$ cat config.mk
export PLATFORM = sky130hd
export DESIGN_NAME = lsh_rsp_buf
export DESIGN_NICKNAME = d
export VERILOG_FILES = /design/src/lsh_pkg.sv /design/src/lsh_rsp_buf.sv
export SDC_FILE = /design/constraint.sdc
export NUM_CORES = 1
export LEC_CHECK = 0
export BUFFER_PORTS_ARGS = -buffer_cell sky130_fd_sc_hd__buf_2
export CORE_ASPECT_RATIO = 1.5
export CORE_MARGIN = 1
export CORE_UTILIZATION = 49
export DETAILED_ROUTE_END_ITERATION = 7
export PLACE_DENSITY = 0.83
export SLEW_MARGIN = 20
export SYNTH_ARGS = -nofsm -noshare
export SYNTH_HDL_FRONTEND = slang
export SYNTH_SLANG_ARGS = --single-unit
$ cat constraint.sdc
create_clock -name clock -period 2 [get_ports clock]
set_clock_uncertainty 0.1 [all_clocks]
set_input_delay 0.2 -clock clock [delete_from_list [all_inputs] [get_ports clock]]
set_output_delay 0.2 -clock clock [all_outputs]
set_load 0.005 [all_outputs]
$ cat src/lsh_pkg.sv
// Shared types and constants for the 3x3 Laplacian sharpening block.
// Used by every module under src but lsh_ram; has no dependencies of its own.
`timescale 1ns / 1ps
package lsh_pkg;

   localparam int PIX_W          = 8;
   localparam int POS_W          = 10;
   localparam int CFG_DATA_W     = 11;
   localparam int CFG_INDEX_W    = 2;
   localparam int MAX_RESULTS    = 3;
   localparam int CNT_W          = 2;
   localparam int REQ_TDATA_W    = 24;
   localparam int RSP_TDATA_W    = 48;
   localparam int DEF_MAX_WIDTH  = 1024;
   localparam int DEF_MAX_HEIGHT = 1024;
   localparam int FRAME_RESET    = 1024;

   localparam logic [CFG_INDEX_W-1:0] CSR_FRAME_WIDTH  = 2'd0;
   localparam logic [CFG_INDEX_W-1:0] CSR_FRAME_HEIGHT = 2'd1;

   typedef struct packed {
      logic [PIX_W-1:0] red;
      logic [PIX_W-1:0] green;
      logic [PIX_W-1:0] blue;
   } pixel_type;

   typedef struct packed {
      logic [POS_W-1:0] col;
      logic [POS_W-1:0] row;
      pixel_type        pix;
   } rsp_item_type;

   typedef struct packed {
      logic             load;
      logic [CNT_W-1:0] count;
   } rsp_load_type;

endpackage

$ cat src/lsh_rsp_buf.sv
// Result register: holds the up to three results of one pixel and sends them in order.
// Depends on lsh_pkg for the result item and load control types.
`timescale 1ns / 1ps
module lsh_rsp_buf (
   input  logic                       clock,
   input  logic                       reset,
   input  lsh_pkg::rsp_load_type      load_ctl,
   input  lsh_pkg::rsp_item_type      slots [lsh_pkg::MAX_RESULTS],
   output logic                       free,
   output logic                       rsp_tvalid,
   input  logic                       rsp_tready,
   output logic [lsh_pkg::RSP_TDATA_W-1:0] rsp_tdata, // out_col, out_row, red, green, blue
   output logic                       rsp_tlast
);
   import lsh_pkg::*;

   rsp_item_type     slot_ff [MAX_RESULTS];
   logic [CNT_W-1:0] cnt_ff, cnt_in;
   logic [CNT_W-1:0] idx_ff, idx_in;
   rsp_item_type     cur;
   logic             is_last;
   logic             xfer;

   assign rsp_tvalid = (cnt_ff != '0);
   assign is_last    = ((idx_ff + 1'b1) == cnt_ff);
   assign xfer       = rsp_tvalid && rsp_tready;
   assign free       = !rsp_tvalid || (xfer && is_last);

   always_comb begin
      case (idx_ff)
         2'd0:    cur = slot_ff[0];
         2'd1:    cur = slot_ff[1];
         2'd2:    cur = slot_ff[2];
         default: cur = slot_ff[0];
      endcase
   end

   assign rsp_tdata = {4'b0000, cur.pix.blue, cur.pix.green, cur.pix.red, cur.row, cur.col};
   assign rsp_tlast = is_last;

   always_comb begin
      cnt_in = cnt_ff;
      idx_in = idx_ff;
      if (load_ctl.load) begin
         cnt_in = load_ctl.count;
         idx_in = '0;
      end else if (xfer) begin
         if (is_last) begin
            cnt_in = '0;
            idx_in = '0;
         end else begin
            idx_in = idx_ff + 1'b1;
         end
      end
   end

   always_ff @(posedge clock) begin
      if (reset) begin
         cnt_ff <= '0;
         idx_ff <= '0;
      end else begin
         cnt_ff <= cnt_in;
         idx_ff <= idx_in;
      end
   end

   always_ff @(posedge clock) begin
      if (load_ctl.load) begin
         slot_ff <= slots;
      end
   end

endmodule

==> out/qor.yml, run 1 <==
synthesis:
  synth-warning-count: 0
  netlist_area_mm2: 0.00512
  syn_inst: 316
  ys_types: 24
  seq_area_frac_synth_pct: 78.9
  yosys_register_bits: 136
  avgSynthCellArea_um2: 16.2
floorplan:
  start_util_pct: 50.6
  io-pin-count: 189
  die_h_um: 127
  row_count: 45
  die_w_um: 85.5
run_status:
  status: "stopped before the end"
  haltStage: "4_1_cts"
  error_line: "[ERROR RSZ-0060] Max buffer count reached."
cts:
  clk_path_buf_depth: 2
  cts_sinks: 136
  postCtsSetupBuffers: 5
  clockRootBuffer: "clkbuf_16"
  ctsHoldBuffers: 131
  cts_buffers: 17
  cts_resized: 54
  cts_max_level: 4
placed_design:
  port-buffer-count: 184
  placed_area_mm2: 0.00623
  hpwl_mm: 7.48
  routabilityCongestion: 0.780
-- cells in the mapped netlist (all sizes together) --
cell     instances  area share [%]
or2              1            0.12
xnor2            3            0.51
o22ai            1            0.12
conb             1           0.073
edfxtp         132              77
o41ai            1            0.32
or3b             1            0.17
mux2             1            0.29
ha               2            0.49
nand2           45             3.3
clkbuf           6            0.44
nor2             1           0.073
inv              3            0.22
nor4             2            0.83
buf             18             2.0
nand3b           2            0.29
a22oi           44             6.4
and4bb           1            0.32
o2bb2ai          2            0.71
dfxtp            4             1.6
o21ai           45             4.4
-- logic make-up after synthesis --
kind of cell / synth area share (%)
and+or+nand+nor: 5.10
muxes: 0.293
xor gates and xnor gates: 0.513
other: 0.0732
DFF: 78.9
adders and majority gates: 0.488
buffers and inverters: 2.61
AOI/OAI and AO/OA: 12.0
-- through the flow --
| stage | hold slack (ns) | util [%] | worst slack, ns | instances |
|---|---|---|---|---|
| 3_5_place_dp | 0.278 | 61.5 | 0.222 | 607 |
| 2_1_floorplan | 0.169 | - | 0.335 | 319 |
| 3_3_place_gp | 0.276 | 61.5 | 0.262 | 607 |
==> run 2: changes to the inputs <==
- CORE_ASPECT_RATIO: 1.5 -> unset
- CORE_UTILIZATION: 49 -> 35
- PLACE_DENSITY: 0.83 -> unset
- PLACE_DENSITY_LB_ADDON: unset -> 0.15
==> run 2 against run 1 <==
Effect of this change:
- synthesized cell count unchanged
- the flow now finishes, with violations (negative setup slack)
- synthesized area unchanged
==> out/qor.yml, run 2 <==
run_status:
  status: "complete, but fails checks"
  violations: "negative setup slack"
grt:
  grt_max_degree: 58
  grtUsageTotal_pct: 18.8
  antenna_found_initial: 0
  overflow: 0
  grt_pass1_vias: 3961
  grt_pass1_wl_mm: 20.4
synthesis:
  yosys.area.top_type_share_pct: 77.4
  avgSynthCellArea_um2: 16.2
  synth_area_leader_cell: "edfxtp_1"
  yosysMostFrequentCell: "edfxtp_1"
  synth-warning-count: 0
  dominantRegCellSynth: "edfxtp_1"
  synth-edff-count: 132
  ys_types: 24
  synth-async-reset-ratio_pct: 0
  yosys-top-cells-count: "edfxtp_1 (132), nand2_1 (45), a22oi_1 (44), o21ai_0 (44), buf_2 (14)"
  netlist_area_mm2: 0.00512
  syn_inst: 316
  yosys_register_bits: 136
  synth_area_leaders: "edfxtp_1 (77%), a22oi_1 (6.4%), o21ai_0 (4.3%)"
  seq_area_frac_synth_pct: 78.9
detailed_routing:
  vias: 3912
  vias_per_cell: 4.60
  drtIter0Drc: 157
  post_drt_wl_per_cell_um: 16.4
  drt-pass1-iter-count: 4
  drc: 0
  routed_wl_mm: 13.9
  ant_nets: 0
cts:
  clk_pin_slew_worst_paths_ns: 0.05
  cts_tree: "built"
  insertion_delay_ns: 0.41
  cts_max_level: 4
  cts_sinks: 136
  clockRootBuffer: "clkbuf_16"
  cts_buffers: 17
  clk_path_buf_depth: 2
critical_path:
  slowest_stage: "dfxtp_4"
  rrSetupSlack_ns: 0.25
  worstSetupPathType: "flop to output port"
  cp_cell_sequence: "inv_4 -> ha_4 -> buf_12 -> clkbuf_16 -> o21ai_1 -> buf_2"
  cp-startpoint: "idx_ff[0]"
  rr_endpoint: "cnt_ff[0]"
  endpoint_kind: "output port"
  crit_end: "rsp_tdata[25]"
  slowest_delay_ns: 0.36
  cp-start-kind: "flop"
  crit_arrival_ns: 1.73
  critPathMaxFanout: 7
  timing.rr.start: "idx_ff[0]"
  reg2reg_depth: 7
  required_ns: 1.70
cells_and_area:
  final_cell_mix: "buf_2 (183), dlygate4sd3_1 (135), edfxtp_1 (132), o21ai_1 (31), nand2_1 (29)"
  fin_area_mm2: 0.00884
  nFillCells: 1087
  layout-drive-gt1-share_pct: 45.1
  top_register: "slot_ff"
  largest_reg_flops: 132
  finish.utilization_pct: 62.7
  layout.cells.non_filler: 850
  top_regs: "slot_ff: 132 flops, cnt_ff: 2 flops, idx_ff: 2 flops"
  nets: 797
  antenna-diode-count: 0
  syn_to_final_growth_pct: 72.5
  final_common_cell: "buf_2"
timing:
  period_share_pct: 101
  hold_viol: 0
  slew_violations: 0
  setup_violations: 5
  fin_tns_setup_ns: -0.0921
  finalCriticalPeriod_ns: 2.03
  clock.fmax_mhz: 493
  whs_ns: 0.101
  rsz0062_at_grt: "true"
  layout_setup_ws_ns: -0.0294
hold_path:
  min_from: "rsp_tready"
  hold_path_class: "primary input to flop"
pwr:
  finalPower_mw: 7.39
  ir_worst_vdd_mv: 0.546
  powerDensity_mw_per_mm2: 836
  leakage_nw: 3.47
floorplan:
  start_util_pct: 36.3
  die_h_um: 123
  io-pin-count: 189
  die-area_mm2: 0.0151
  row_count: 43
  die_w_um: 123
  core-area_mm2: 0.0141
job:
  cap_violations: 0
placed_design:
  hpwl_mm: 7.66
  port-buffer-count: 184
  dp_cells: 672
  routabilityCongestion: 0.712
  pre_cts_ws_ns: 0.165
  placed_area_mm2: 0.00630
## run 2: kinds of logic after synthesis
| group | synth area share [%] |
|---|---|
| and+or+nand+nor | 5.10 |
| adders and majority gates | 0.488 |
| muxes | 0.293 |
| DFF | 78.9 |
| AOI/OAI and AO/OA | 12.0 |
| other | 0.0732 |
| xor gates and xnor gates | 0.513 |
| buffers and inverters | 2.61 |
## run 2: repair_timing
item	4_1_cts	5_1_grt
pin swaps	3	5
hold buffers	135	0
setup buffers	6	0
endpoints found under the hold margin	136	0
endpoints found under the setup margin	45	46
resized for setup	47	86
cloned	3	3
## run 2: final cells by class
class                           instances  area, um^2  area share [%]
Clock buffer                           20         437            4.94
Clock inverter                         12         156            1.77
Inverter                                3        13.8           0.156
Multi-Input combinational cell        156        1280            14.4
Sequential cell                       136        4050            45.8
Tap cell                              180         225            2.55
Timing Repair Buffer                  343        2680            30.3
## run 2: metal layers
metal / track usage, % / wire length (um) / vias to the layer above
met1: 21.8 / 5740 / 1874
li1: - / - / 1909
met5: 0 / 0 / -
met4: 7.68 / 182 / 0
met2: 33.1 / 7410 / 114
met3: 4.57 / 598 / 15
## run 2: worst max-delay path: cells and delay by family (launching register included)
family,cells,cell delay [ns]
compound gates,1,0.16
fa+ha+maj,1,0.28
buf+inv,4,0.52
flops,1,0.36
## run 2: worst min-delay path by stage
stage	end	cells past startpoint
final	idx_ff[1]	3
after global routing	idx_ff[1]	3
after CTS	idx_ff[1]	3
after detailed placement	slot_ff[29]	1
after global placement	slot_ff[4]	1
after floorplan	idx_ff[1]	1
## run 2: report_power, final
part | switching [mW] | leakage [nW] | internal, mW
clock | 1.09 | 0.285 | 2.06
sequential | 0.0833 | 1.33 | 3.38
combinational | 0.313 | 1.86 | 0.464
No activity file was read; power rests on OpenSTA's default activity.
==> run 3: changes to the inputs <==
- GPL_TIMING_DRIVEN: unset -> 0
==> run 3 against run 2 <==
Effect of this change:
- the flow still finishes with violations (negative setup slack)
- register-to-register slack gained 0.12 ns
- worst hold slack is essentially flat
- largest power group unchanged
- combinational power shrank 2%
- maximum frequency shrank 1.4%
- core utilization shrank 1.3 points
- highest routed layer unchanged
- clock power shrank 10%
- critical endpoint is now rsp_tdata[36]
- clock-buffer cell count shrank 1
- sequential share of layout area grew 0.98 points
- global-route usage shrank 0.55 points
- cell area shrank 2.2%
- routed wire length shrank 4.2%
==> out/qor.yml, run 3 (same netlist as run 2, synthesis figures left out) <==
timing:
  clock.fmax_mhz: 486
  whs_ns: 0.102
  period_share_pct: 103
  rsz0062_at_grt: "true"
  slew_violations: 0
  hold_viol: 0
  layout_setup_ws_ns: -0.0576
  setup_violations: 33
  finalCriticalPeriod_ns: 2.06
cells_and_area:
  antenna-diode-count: 0
  top_regs: "slot_ff: 132 flops, cnt_ff: 2 flops, idx_ff: 2 flops"
  final_cell_mix: "buf_2 (183), dlygate4sd3_1 (135), edfxtp_1 (132), a22oi_1 (35), nand2_1 (29)"
  layout.cells.non_filler: 857
  final_common_cell: "buf_2"
  multi_input_area_mm2: 0.00115
  seq_area_mm2: 0.00405
  syn_to_final_growth_pct: 68.7
  nets: 805
  nFillCells: 1111
  top_register: "slot_ff"
  layout-drive-gt1-share_pct: 44.0
  largest_reg_flops: 132
cts:
  cts_sinks: 136
  cts_max_level: 4
  clk_path_buf_depth: 2
  clk_pin_slew_worst_paths_ns: 0.05
  clockRootBuffer: "clkbuf_16"
  cts_buffers: 17
  insertion_delay_ns: 0.40
  cts_tree: "built"
critical_path:
  critPathMaxFanout: 10
  crit_arrival_ns: 1.76
  worstSetupPathType: "flop to output port"
  endpoint_kind: "output port"
  cp-start-kind: "flop"
  required_ns: 1.70
detailed_routing:
  routed_wl_mm: 13.3
  vias_per_cell: 4.62
  post_drt_wl_per_cell_um: 15.6
  vias: 3960
  drtIter0Drc: 194
  drt-pass1-iter-count: 4
  drc: 0
  ant_nets: 0
run_status:
  violations: "negative setup slack"
  status: "complete, but fails checks"
placed_design:
  hpwl_mm: 7.83
  port-buffer-count: 184
  routabilityCongestion: 0.694
  dp_cells: 684
pwr:
  powerDensity_mw_per_mm2: 814
  pwr-share-clk_pct: 40.2
  combPwrFrac_pct: 10.8
  internal-power_mw: 5.52
  seq_power_share_pct: 49.0
  p_sw_mw: 1.51
  leakage_nw: 3.43
  switching_share_pct: 21.5
  ir_worst_vdd_mv: 0.591
hold_path:
  hold_path_class: "primary input to flop"
grt:
  grt_pass1_wl_mm: 20.1
  grtUsageTotal_pct: 18.2
  grt_max_degree: 84
  antenna_found_initial: 0
  overflow: 0
  grt_pass1_vias: 4094
floorplan:
  die_w_um: 123
  row_count: 43
  die_h_um: 123
  start_util_pct: 36.3
  die-area_mm2: 0.0151
  io-pin-count: 189
  core-area_mm2: 0.0141
job:
  cap_violations: 0
## run 3: cell count changes in the layout (fill, tap and decap cells not counted), sizes merged
cell / delta
clkbuf: +1
buf: +6
bufinv: -3
clkinvlp: +2
inv: +1
## run 3: power groups by stage
| stage | clock network, mW | registers, mW | logic [mW] |
|---|---|---|---|
| floorplan | 0 | 3.48 | 0.147 |
| global placement | 0 | 3.49 | 0.449 |
| detailed placement | 0 | 3.49 | 0.468 |
| CTS | 2.88 | 3.44 | 0.731 |
| global route | 3.02 | 3.47 | 0.833 |
| finish | 2.83 | 3.45 | 0.759 |
## run 3: worst max-delay path, stage by stage, from the launching register on
cell and delay (ns):
dfxtp_2 0.36, inv_2 0.06, ha_4 0.25, buf_8 0.14, clkbuf_4 0.20, o21ai_1 0.20, buf_2 0.14
## run 3: layout make-up
class	count	share of cell area, %
buffer	23	2.95
clock buffer	19	5.01
sequential	136	46.8
clock inverter	12	1.22
inverter	3	0.130
timing repair buffer	328	28.0
multi-input combinational	156	13.3
tap	180	2.60
## run 3: worst paths after layout
path | slack, ns | end | cells after the start | start
worst max-delay path | -0.06 | rsp_tdata[36] | 6 | idx_ff[0]
worst min-delay path | 0.10 | idx_ff[1] | 3 | rsp_tready
worst max register to register | 0.37 | cnt_ff[0] | 6 | idx_ff[0]
worst min register to register | 0.46 | cnt_ff[1] | 2 | cnt_ff[1]
## run 3: layer usage
| layer | track usage [%] | wire length, um |
|---|---|---|
| met5 | 0 | 0 |
| met4 | 5.50 | 148 |
| met3 | 5.30 | 650 |
| met2 | 32.0 | 7080 |
| met1 | 21.5 | 5470 |
## run 3: metrics by stage
step	utilization [%]	setup slack [ns]	setup TNS [ns]	instance area, um^2	total power [mW]
global placement	44.6	-0.986	-134.12	6280	3.94
detailed placement	44.8	-0.309	-7.06	6320	3.96
global route	61.3	-0.147	-5.04	8650	7.32
finish	61.3	-0.0576	-1.08	8650	7.03
CTS	60.3	-0.0966	-1.81	8500	7.05
floorplan	-	0.335	0	5130	3.62
## run 3: timing repair
action                                  4_1_cts  5_1_grt
cloned                                        2        1
pin swaps                                     1        2
endpoints found under the setup margin       46       46
hold endpoints to repair                    136        0
hold buffers                                135        0
resized for setup                           108       38
setup buffers                                 4        1
