$ cat config.mk
export PLATFORM = sky130hd
export DESIGN_NAME = lsh_kernel
export DESIGN_NICKNAME = d
export VERILOG_FILES = /design/src/lsh_pkg.sv /design/src/lsh_kernel.sv
export SDC_FILE = /design/constraint.sdc
export NUM_CORES = 1
export LEC_CHECK = 0
export BUFFER_PORTS_ARGS = -buffer_cell sky130_fd_sc_hd__buf_2
export CORE_ASPECT_RATIO = 1.4
export CORE_MARGIN = 1
export CORE_UTILIZATION = 55
export DETAILED_ROUTE_END_ITERATION = 6
export PLACE_DENSITY = 0.94
export SKIP_LAST_GASP = 1
export SLEW_MARGIN = 25
export SYNTH_ARGS = -nofsm -noshare
export SYNTH_HDL_FRONTEND = slang
export SYNTH_SLANG_ARGS = --single-unit
$ cat constraint.sdc
create_clock -name vclk -period 8
set_clock_uncertainty 0.15 [all_clocks]
set_input_delay 0.4 -clock vclk [all_inputs]
set_output_delay 0.4 -clock vclk [all_outputs]
set_load 0.01 [all_outputs]
$ cat src/lsh_pkg.sv
// Shared types and constants for the 3x3 Laplacian sharpening block.
// Used by every module under src but lsh_ram; has no dependencies of its own.
`timescale 1ns / 1ps
package lsh_pkg;

   localparam int PIX_W          = 8;
   localparam int POS_W          = 10;
   localparam int CFG_DATA_W     = 11;
   localparam int CFG_INDEX_W    = 2;
   localparam int MAX_RESULTS    = 3;
   localparam int CNT_W          = 2;
   localparam int REQ_TDATA_W    = 24;
   localparam int RSP_TDATA_W    = 48;
   localparam int DEF_MAX_WIDTH  = 1024;
   localparam int DEF_MAX_HEIGHT = 1024;
   localparam int FRAME_RESET    = 1024;

   localparam logic [CFG_INDEX_W-1:0] CSR_FRAME_WIDTH  = 2'd0;
   localparam logic [CFG_INDEX_W-1:0] CSR_FRAME_HEIGHT = 2'd1;

   typedef struct packed {
      logic [PIX_W-1:0] red;
      logic [PIX_W-1:0] green;
      logic [PIX_W-1:0] blue;
   } pixel_type;

   typedef struct packed {
      logic [POS_W-1:0] col;
      logic [POS_W-1:0] row;
      pixel_type        pix;
   } rsp_item_type;

   typedef struct packed {
      logic             load;
      logic [CNT_W-1:0] count;
   } rsp_load_type;

endpackage

$ cat src/lsh_kernel.sv
// Per-channel Laplacian sharpening: 5*centre minus four neighbours, clamped.
// Depends on lsh_pkg for the pixel type.
`timescale 1ns / 1ps
module lsh_kernel (
   input  lsh_pkg::pixel_type centre,
   input  lsh_pkg::pixel_type up,
   input  lsh_pkg::pixel_type down,
   input  lsh_pkg::pixel_type left,
   input  lsh_pkg::pixel_type right,
   output lsh_pkg::pixel_type result
);
   import lsh_pkg::*;

   // The sum spans -1020..1275, so twelve signed bits hold it.
   function automatic logic [PIX_W-1:0] sharpen_chan(
      input logic [PIX_W-1:0] c,
      input logic [PIX_W-1:0] u,
      input logic [PIX_W-1:0] d,
      input logic [PIX_W-1:0] l,
      input logic [PIX_W-1:0] r
   );
      logic signed [11:0] acc;
      logic [PIX_W-1:0]   res;
      acc = $signed({2'b00, c, 2'b00}) + $signed({4'b0000, c})
            - $signed({4'b0000, u}) - $signed({4'b0000, d})
            - $signed({4'b0000, l}) - $signed({4'b0000, r});
      if (acc < 0) begin
         res = '0;
      end else if (acc > 12'sd255) begin
         res = '1;
      end else begin
         res = acc[PIX_W-1:0];
      end
      return res;
   endfunction

   always_comb begin
      result.red   = sharpen_chan(centre.red, up.red, down.red, left.red, right.red);
      result.green = sharpen_chan(centre.green, up.green, down.green, left.green,
                                  right.green);
      result.blue  = sharpen_chan(centre.blue, up.blue, down.blue, left.blue, right.blue);
   end

endmodule

# Word-level counts from Yosys, hierarchy flattened
# Cells that the tools add are included.
[word_totals]
ff_bits = 0
latchBits = 0
mem_bits_rw = 0
romBits = 0
output_inout_bits = 24
word_cells = 27
n_memories = 0
[op_classes]
add_sub_neg = 15
n_mul = 0
div = 0
n_lt_le_gt_ge = 6
n_eq_ne = 0
shifts = 0
mux = 6
bitwise = 0
n_reduce_logical = 0
[op_table]
columns = ["op", "count"]
rows = [
  ["$sub 12x9->12", 9],
  ["$mux 8", 6],
  ["$gt 12x9->1 const B", 3],
  ["$lt 12x1->1 const B", 3],
  ["$sub 11x8->12", 3],
  ["$add 10x8->11", 3],
]

# Longest topological paths before layout
# Gate-level depths: netlist (run 1).
[depth]
word_depth = 8
mapped_depth = 14

# Worst setup path after synthesis (run 1)
# Ideal clock, no wire load.
[synth_timing]
kind = "in2out"
from = "input up[1] in the netlist's numbering"
to = "output result[0] in the netlist's numbering"
arrival_ns = 3.707
required_time_ns = 7.450
path_slack_ns = 3.743
path_stages = 13
cell_sequence = "inv_1 > fa_1 > fa_1 > inv_1 > fa_1 > inv_1 > fa_1 > a211oi_2 > o21ai_2 > a221oi_2 > xnor2_1 > nor3_4 > a21oi_1"
[synth_rtl]
columns = ["item", "line_no", "text"]
rows = [
  ["start: declaration", "lsh_kernel.sv:6", "input lsh_pkg::pixel_type up,"],
  ["end: declaration", "lsh_kernel.sv:10", "output lsh_pkg::pixel_type result"],
]

==> results of run 1 <==
final timing paths:
kind,startpoint,to,cells past startpoint
max,up[4],result[6],15
min,centre[0],result[0],5
layer usage:
| metal | GRT usage [%] | wire (um) | part of all wire [%] |
|---|---|---|---|
| met1 | 22.9 | 3000 | 34 |
| met5 | 0 | 0 | 0 |
| met4 | 6.32 | 272 | 3.0 |
| met3 | 1.30 | 316 | 3.5 |
| met2 | 51.9 | 5340 | 60 |
cells by family after synthesis:
kind of cell,Yosys count
AO/OA/AOI/OAI,91
XOR/XNOR,33
adder cells (fa/ha/maj),135
buffers and inverters,212
multiplexers,2
AND/OR/NAND/NOR,31
cells in the final DEF (no fill, tap or decap), types with 6 or more instances in the layout:
master and n:
nand2_1 13, buf_2 144, o211ai_1 6, a21oi_1 48, xnor2_1 26, inv_1 212, ha_1 45, fa_1 90
xor2_1 7, nand3_1 9, o21ai_0 7, nor2_1 6, a21o_1 9
final cells by class:
class / count / area, um2
multi-input combinational: 292 / 3420
fill: 593 / 2350
inverter: 212 / 796
timing repair buffer: 144 / 721
tap: 97 / 121
synth_stat cells:
cell and number:
o21a_1 3, xnor2_1 26, nor3_4 3, nand2_1 13, mux2i_1 2, fa_1 90, a21oi_1 48, o21ai_2 3
o21bai_1 3, a221oi_2 3, o22ai_1 3, a21o_1 9, nand3_1 9, nor2_1 6, a211oi_2 3, o21ai_0 7
xor2_1 7, a31oi_1 3, inv_1 212, ha_1 45, o211ai_1 6
critical path, cell delays in order:
cell,delay [ns]
buf_2,0.08
inv_1,0.04
fa_1,0.50
fa_1,0.55
inv_1,0.06
fa_1,0.54
inv_1,0.05
ha_1,0.36
a21oi_1,0.16
o211ai_1,0.19
a31oi_1,0.33
o21ai_0,0.14
a21oi_1,0.51
a21oi_1,0.10
buf_2,0.18
report_power, final:
group	switching [mW]	leakage, nW	internal (mW)	total, mW
clock network	0	0	0	0
registers	0	0	0	0
logic	0.809	3.05	0.605	1.41
total	0.809	3.05	0.605	1.41
stage by stage:
stage	area [um2]	power, mW	utilization, %	hold WS (ns)
floorplan	4210	1.08	-	0.979
global placement	5060	1.34	68.3	1.22
detailed placement	5060	1.41	68.3	1.24
CTS	5060	1.42	68.3	1.24
global route	5060	1.59	68.3	1.30
finish	5060	1.41	68.3	1.23
==> flow_metrics.env, run 1 <==
export IMPL_outcome="finished, final reports clean"
export IMPL_hold_viol_final=0
export IMPL_fin_cells=745
export IMPL_routed_wirelength_mm=8.93
export IMPL_crit_fanout=8
export IMPL_drive_gt1_share_pct=24.1
export IMPL_yosys_area_share_simple_pct=3.92
export IMPL_areaGrowthSynthToFinish_pct=20.0
export IMPL_p_per_area_nw_per_um2=280
export IMPL_placedCellCount=745
export IMPL_start_util_pct=56.9
export IMPL_yosysWarningCount=0
export IMPL_post_cts_setup_buffer_count=0
export IMPL_ys_types=21
export IMPL_antenna_found_initial=0
export IMPL_yosysTopAreaCell="fa_1"
export IMPL_grt_max_degree=9
export IMPL_post_route_period_util_pct=59.1
export IMPL_synthAdderAreaFrac_pct=56.1
export IMPL_maxSlewViolCount=0
export IMPL_ir_drop_v=0.000210
export IMPL_synth_area_um2=4210
export IMPL_ant_nets=0
export IMPL_crit_required_ns=7.45
export IMPL_ioPinCount=144
export IMPL_hp_class="input pin to primary output"
export IMPL_pre_cts_ws_ns=3.32
export IMPL_syn_avg_cell_area_um2=8.36
export IMPL_synth_area_leaders="fa_1 (43%), inv_1 (19%), ha_1 (13%)"
export IMPL_ctsHoldBuffers=0
export IMPL_row_count=37
export IMPL_rsz0062_at_grt="false"
export IMPL_setup_violations=0
export IMPL_nNetsFinal=905
export IMPL_synth_xor_area_share_pct=6.86
export IMPL_antenna_cells=0
export IMPL_p_leak_nw=3.05
export IMPL_synth_compound_area_share_pct=13.7
export IMPL_synth_top_family_by_area="adder cells"
export IMPL_via_per_inst=4.93
export IMPL_routabilityCongestion=0.882
export IMPL_tightest_slew_ns=0.595
export IMPL_io_buffers=144
export IMPL_synthMuxAreaShare_pct=0.475
export IMPL_core_area_um2=7410
export IMPL_synth_cells=504
export IMPL_cp_arrival_ns=4.18
export IMPL_fmax_mhz=212
export IMPL_synth_seq_area_share_pct=0
export IMPL_fin_setup_tns_ns=0
export IMPL_clock_buffers=0
export IMPL_track_usage_pct=23.7
export IMPL_grt_overflow=0
export IMPL_cts_resized_gates=0
export IMPL_yosysTopAreaCellShare_pct=42.8
export IMPL_wire_per_inst_um=12.0
export IMPL_vias=3674
export IMPL_maxCapViolations=0
export IMPL_start_kind="input pin"
export IMPL_critPathKind="input pin to primary output"
export IMPL_dieArea_um2=8020
export IMPL_grt_pass1_wl_mm=15.8
export IMPL_die_w_um=76.0
export IMPL_seqCellArea_um2=0
export IMPL_dr_first_iter_drc_count=64
export IMPL_slew_headroom_pct=60.4
export IMPL_min_period_ns=4.73
export IMPL_synth_fp_nets=759
export IMPL_nFlopsAndLatches=0
export IMPL_worst_slack_ns=3.27
export IMPL_dp_hpwl_mm=8.43
export IMPL_grt_pass1_vias=3992
export IMPL_die_h_um=106
export IMPL_dr_pass1_iters=4
export IMPL_drc_errors=0
export IMPL_endpoint_kind="primary output"
Power figures use the tool's default switching activity.
==> run 2, diff against run 1 <==
--- a/config.mk
+++ b/config.mk
@@ -5,12 +5,13 @@
 export SDC_FILE = /design/constraint.sdc
 export NUM_CORES = 1
 export LEC_CHECK = 0
+export ABC_AREA = 1
 export BUFFER_PORTS_ARGS = -buffer_cell sky130_fd_sc_hd__buf_2
 export CORE_ASPECT_RATIO = 1.4
 export CORE_MARGIN = 1
-export CORE_UTILIZATION = 55
+export CORE_UTILIZATION = 50
 export DETAILED_ROUTE_END_ITERATION = 6
-export PLACE_DENSITY = 0.94
+export PLACE_DENSITY = 0.89
 export SKIP_LAST_GASP = 1
 export SLEW_MARGIN = 25
 export SYNTH_ARGS = -nofsm -noshare
==> constraint.sdc (replaced) <==
create_clock -name vclk -period 3.8
set_clock_uncertainty 0.15 [all_clocks]
set_input_delay 0.19 -clock vclk [all_inputs]
set_output_delay 0.19 -clock vclk [all_outputs]
set_load 0.01 [all_outputs]
==> flow_metrics.env, run 2 <==
export IMPL_placed_cell_area_um2=5530
export IMPL_wire_per_inst_um=12.2
export IMPL_synth_area_leaders="fa_1 (39%), inv_1 (20%), ha_1 (12%)"
export IMPL_nNetsFinal=1061
export IMPL_ys_types=26
export IMPL_core_area_um2=9030
export IMPL_dr_first_iter_drc_count=99
export IMPL_nFlopsAndLatches=0
export IMPL_pre_cts_ws_ns=-0.0192
export IMPL_ioPinCount=144
export IMPL_dr_pass1_iters=7
export IMPL_vias=4365
export IMPL_via_per_inst=4.79
export IMPL_hp_class="input pin to primary output"
export IMPL_synth_area_um2=4640
export IMPL_dp_hpwl_mm=9.17
export IMPL_row_count=41
export IMPL_endpoint_kind="primary output"
export IMPL_antenna_found_initial=0
export IMPL_p_per_area_nw_per_um2=706
export IMPL_syn_avg_cell_area_um2=7.15
export IMPL_slowest_stage="fa_1"
export IMPL_synth_cells=649
export IMPL_routabilityCongestion=0.888
export IMPL_areaGrowthSynthToFinish_pct=31.9
export IMPL_yosysTopAreaCellShare_pct=38.8
export IMPL_die_w_um=83.4
export IMPL_hold_viol_final=0
export IMPL_max_stage_delay_ns=0.52
export IMPL_whs_ns=0.815
export IMPL_fin_setup_tns_ns=0
export IMPL_start_kind="input pin"
export IMPL_fmax_mhz=270
export IMPL_synth_most_common_cell="inv_1"
export IMPL_slew_headroom_pct=70.1
export IMPL_crit_fanout=8
export IMPL_cp_arrival_ns=3.37
export IMPL_grt_max_degree=9
export IMPL_io_buffers=144
export IMPL_synth_fp_nets=904
export IMPL_maxCapViolations=0
export IMPL_critPathKind="input pin to primary output"
export IMPL_grt_pass1_wl_mm=17.4
export IMPL_min_period_ns=3.71
export IMPL_antenna_cells=0
export IMPL_holdPathStages=5
export IMPL_clock_buffers=0
export IMPL_yosysWarningCount=0
export IMPL_drive_gt1_share_pct=34.2
export IMPL_multiInputGateArea_um2=4260
export IMPL_post_route_period_util_pct=97.6
export IMPL_worst_slack_ns=0.0903
export IMPL_die_h_um=116
export IMPL_ir_drop_v=0.000470
export IMPL_tightest_slew_ns=0.444
export IMPL_start_util_pct=51.4
export IMPL_maxSlewViolCount=0
export IMPL_power_mw=4.32
export IMPL_drc_errors=0
export IMPL_design_area_um2=6120
export IMPL_ctsHoldBuffers=0
export IMPL_synth_seq_area_share_pct=0
export IMPL_p_leak_nw=3.59
export IMPL_synth_commonest_cells="inv_1 (244), nand2_1 (107), fa_1 (90)"
export IMPL_seqCellArea_um2=0
export IMPL_crit_required_ns=3.46
export IMPL_grt_pass1_vias=4413
export IMPL_track_usage_pct=21.7
export IMPL_grt_overflow=0
export IMPL_fillCellCount=760
export IMPL_layout_commonest_cell="inv_1"
export IMPL_ant_nets=0
export IMPL_yosysTopAreaCell="fa_1"
export IMPL_crit_chain="buf_2, inv_1, fa_1, inv_1, fa_1, inv_1, fa_1, inv_2, ha_4, nand2_2, nand2_1, nand2_1, nand2_2, nand2_2, nand3_1, nand2_1, nand3_2, nor2_4, a21oi_2, buf_2"
export IMPL_setup_violations=0
export IMPL_dieArea_um2=9680
export IMPL_routed_wirelength_mm=11.1
export IMPL_outcome="finished, final reports clean"
export IMPL_layout_common_cells="inv_1 (233), buf_2 (144), fa_1 (87)"
## run 2: changes by cell type after synthesis, sizes merged, moves of 6 or more
cell | before | now
nand2 | 13 | 113
inv | 212 | 246
nor2 | 6 | 40
nand3 | 9 | 29
xnor2 | 26 | 12
a21oi | 48 | 38
a21o | 9 | 1
nand4 | 0 | 7
o211ai | 6 | 0
o21ai | 10 | 4
## run 2: layout make-up
cell class,instances,share of cell area [%]
multi-input cells,403,69.6
inverters,246,15.1
repair buffers,155,13.1
well taps,107,2.19
## run 2: logic make-up after synthesis
group | after synthesis | synth area share (%)
buffers and inverters | 246 | 19.9
muxes | 2 | 0.431
AOI/OAI and AO/OA | 48 | 5.64
adders and majority gates | 135 | 51.0
and+or+nand+nor | 196 | 18.9
xor gates and xnor gates | 22 | 4.15
## run 2: routing by layer
metal / vias up / GRT usage, % / routed length [um]
li1: 2170 / - / -
met1: 2065 / 22.7 / 3880
met2: 112 / 47.3 / 6650
met3: 18 / 0.997 / 391
met4: 0 / 3.84 / 182
met5: - / 0 / 0
## run 2: what timing repair did
| item | CTS | global route |
|---|---|---|
| setup endpoints to repair | 13 | 24 |
| gates resized for setup | 4 | 121 |
| pin swaps | 2 | 77 |
| buffers inserted | 0 | 6 |
## run 2: power by group
group	internal (mW)	switching, mW	total (mW)	leakage, nW
sequential	0	0	0	0
clock	0	0	0	0
combinational	1.82	2.50	4.32	3.59
total	1.82	2.50	4.32	3.59
## run 2: path summary, 6_finish.rpt
check                        end  startpoint  slack (ns)
worst min-delay path   result[8]   centre[8]        0.82
worst max-delay path  result[19]  centre[18]        0.09
## run 2: through the flow
stage	cells	util, %
after floorplan	649	-
after global placement	905	61.3
after detailed placement	905	61.3
after CTS	905	61.5
after global routing	911	67.8
final	911	67.8
## run 2: critical path, delay by kind of cell
kind	cells	cell delay, ns
AOI/OAI and AO/OA	1	0.10
adders and majority gates	4	1.76
and+or+nand+nor	9	0.83
buffers and inverters	6	0.48
==> run 3, diff against run 2 <==
==> constraint.sdc (replaced) <==
create_clock -name vclk -period 3.8
set_clock_uncertainty 0.15 [all_clocks]
set_input_delay 0 -clock vclk [all_inputs]
set_output_delay 0 -clock vclk [all_outputs]
set_load 0.01 [all_outputs]
==> flow_metrics.env, run 3 (same netlist as run 2, synthesis figures left out) <==
export IMPL_antenna_cells=0
export IMPL_io_buffers=144
export IMPL_crit_fanout=8
export IMPL_critPathKind="input pin to primary output"
export IMPL_p_leak_nw=3.50
export IMPL_drc_errors=0
export IMPL_dr_first_iter_drc_count=69
export IMPL_hold_viol_final=0
export IMPL_via_per_inst=4.71
export IMPL_post_cts_setup_buffer_count=0
export IMPL_routabilityCongestion=0.898
export IMPL_fin_setup_tns_ns=0
export IMPL_final_core_util_pct=60.9
export IMPL_ctsHoldBuffers=0
export IMPL_grt_overflow=0
export IMPL_whs_ns=0.393
export IMPL_p_per_area_nw_per_um2=579
export IMPL_crit_family="adder cells"
export IMPL_cp_arrival_ns=3.37
export IMPL_dp_hpwl_mm=8.70
export IMPL_max_stage_delay_ns=0.54
export IMPL_seqCellArea_um2=0
export IMPL_post_route_period_util_pct=92.5
export IMPL_slew_headroom_pct=59.4
export IMPL_layout_common_cells="inv_1 (244), buf_2 (144), nand2_1 (107)"
export IMPL_die_h_um=116
export IMPL_clock_buffers=0
export IMPL_placedCellCount=900
export IMPL_cts_resized_gates=0
export IMPL_min_period_ns=3.52
export IMPL_routed_wirelength_mm=9.10
export IMPL_areaGrowthSynthToFinish_pct=18.4
export IMPL_nNetsFinal=1050
export IMPL_outcome="finished, final reports clean"
export IMPL_design_area_um2=5500
export IMPL_crit_top_cell="inv_1"
export IMPL_setup_violations=0
export IMPL_slowest_stage="fa_1"
export IMPL_track_usage_pct=20.2
export IMPL_fmax_mhz=284
export IMPL_maxSlewViolCount=0
export IMPL_rsz0062_at_grt="false"
export IMPL_fillCellCount=814
export IMPL_start_util_pct=51.4
export IMPL_ant_nets=0
export IMPL_path_buf_inv=6
export IMPL_grt_max_degree=9
export IMPL_dieArea_um2=9680
export IMPL_layout_commonest_cell="inv_1"
export IMPL_tightest_slew_ns=0.610
export IMPL_dr_pass1_iters=4
export IMPL_placed_cell_area_um2=5500
export IMPL_core_area_um2=9030
export IMPL_vias=4237
export IMPL_antenna_found_initial=0
export IMPL_grt_pass1_vias=4223
export IMPL_die_w_um=83.4
export IMPL_ir_drop_v=0.000538
export IMPL_endpoint_kind="primary output"
export IMPL_hp_class="input pin to primary output"
export IMPL_crit_chain="buf_2, inv_1, fa_1, inv_1, fa_1, inv_1, fa_1, inv_1, ha_1, nand2_1, nand3_1, nand4_1, nand2_1, a21oi_1, a21oi_1, buf_2"
export IMPL_ioPinCount=144
export IMPL_maxCapViolations=0
export IMPL_row_count=41
export IMPL_crit_required_ns=3.65
export IMPL_drive_gt1_share_pct=20.8
export IMPL_nFlopsAndLatches=0
export IMPL_wire_per_inst_um=10.1
export IMPL_start_kind="input pin"
export IMPL_fin_cells=900
export IMPL_grt_pass1_wl_mm=16.4
[run 3: cell types whose count changed in the layout (fill, tap and decap cells not counted), sizes merged]
| cell | previous run | this run |
|---|---|---|
| buf | 155 | 144 |
[run 3: stage by stage]
step / worst slack, ns / total power [mW]
floorplan: 0.739 / 2.44
detailed placement: 0.290 / 3.17
global route: 0.0461 / 3.66
finish: 0.283 / 3.18
CTS: 0.303 / 3.19
global placement: 0.432 / 3.11
[run 3: final cells by class]
class	instances	area, um2	area share (%)
tap	107	134	2.44
multi-input combinational	403	3720	67.6
inverter	246	923	16.8
timing repair buffer	144	721	13.1
[run 3: worst paths after layout]
check	end	slack (ns)	from	cells after the start
setup / recovery	result[20]	0.28	centre[18]	16
hold / removal	result[8]	0.39	centre[8]	5
[run 3: where the power goes]
group	internal (mW)	switching (mW)
sequential	0	0
combinational	1.26	1.93
clock	0	0
[run 3: worst min-delay path, stage by stage]
cell and delay [ns]:
buf_2 0.16, ha_1 0.15, nor2_1 0.04, nor2_1 0.07, buf_2 0.13
[run 3: per-layer routing]
layer | routed length [um] | GRT usage [%] | part of all wire, %
met1 | 3520 | 22.4 | 39
met2 | 5060 | 42.1 | 56
met3 | 333 | 0.855 | 3.7
met4 | 187 | 4.52 | 2.1
met5 | 0 | 0 | 0
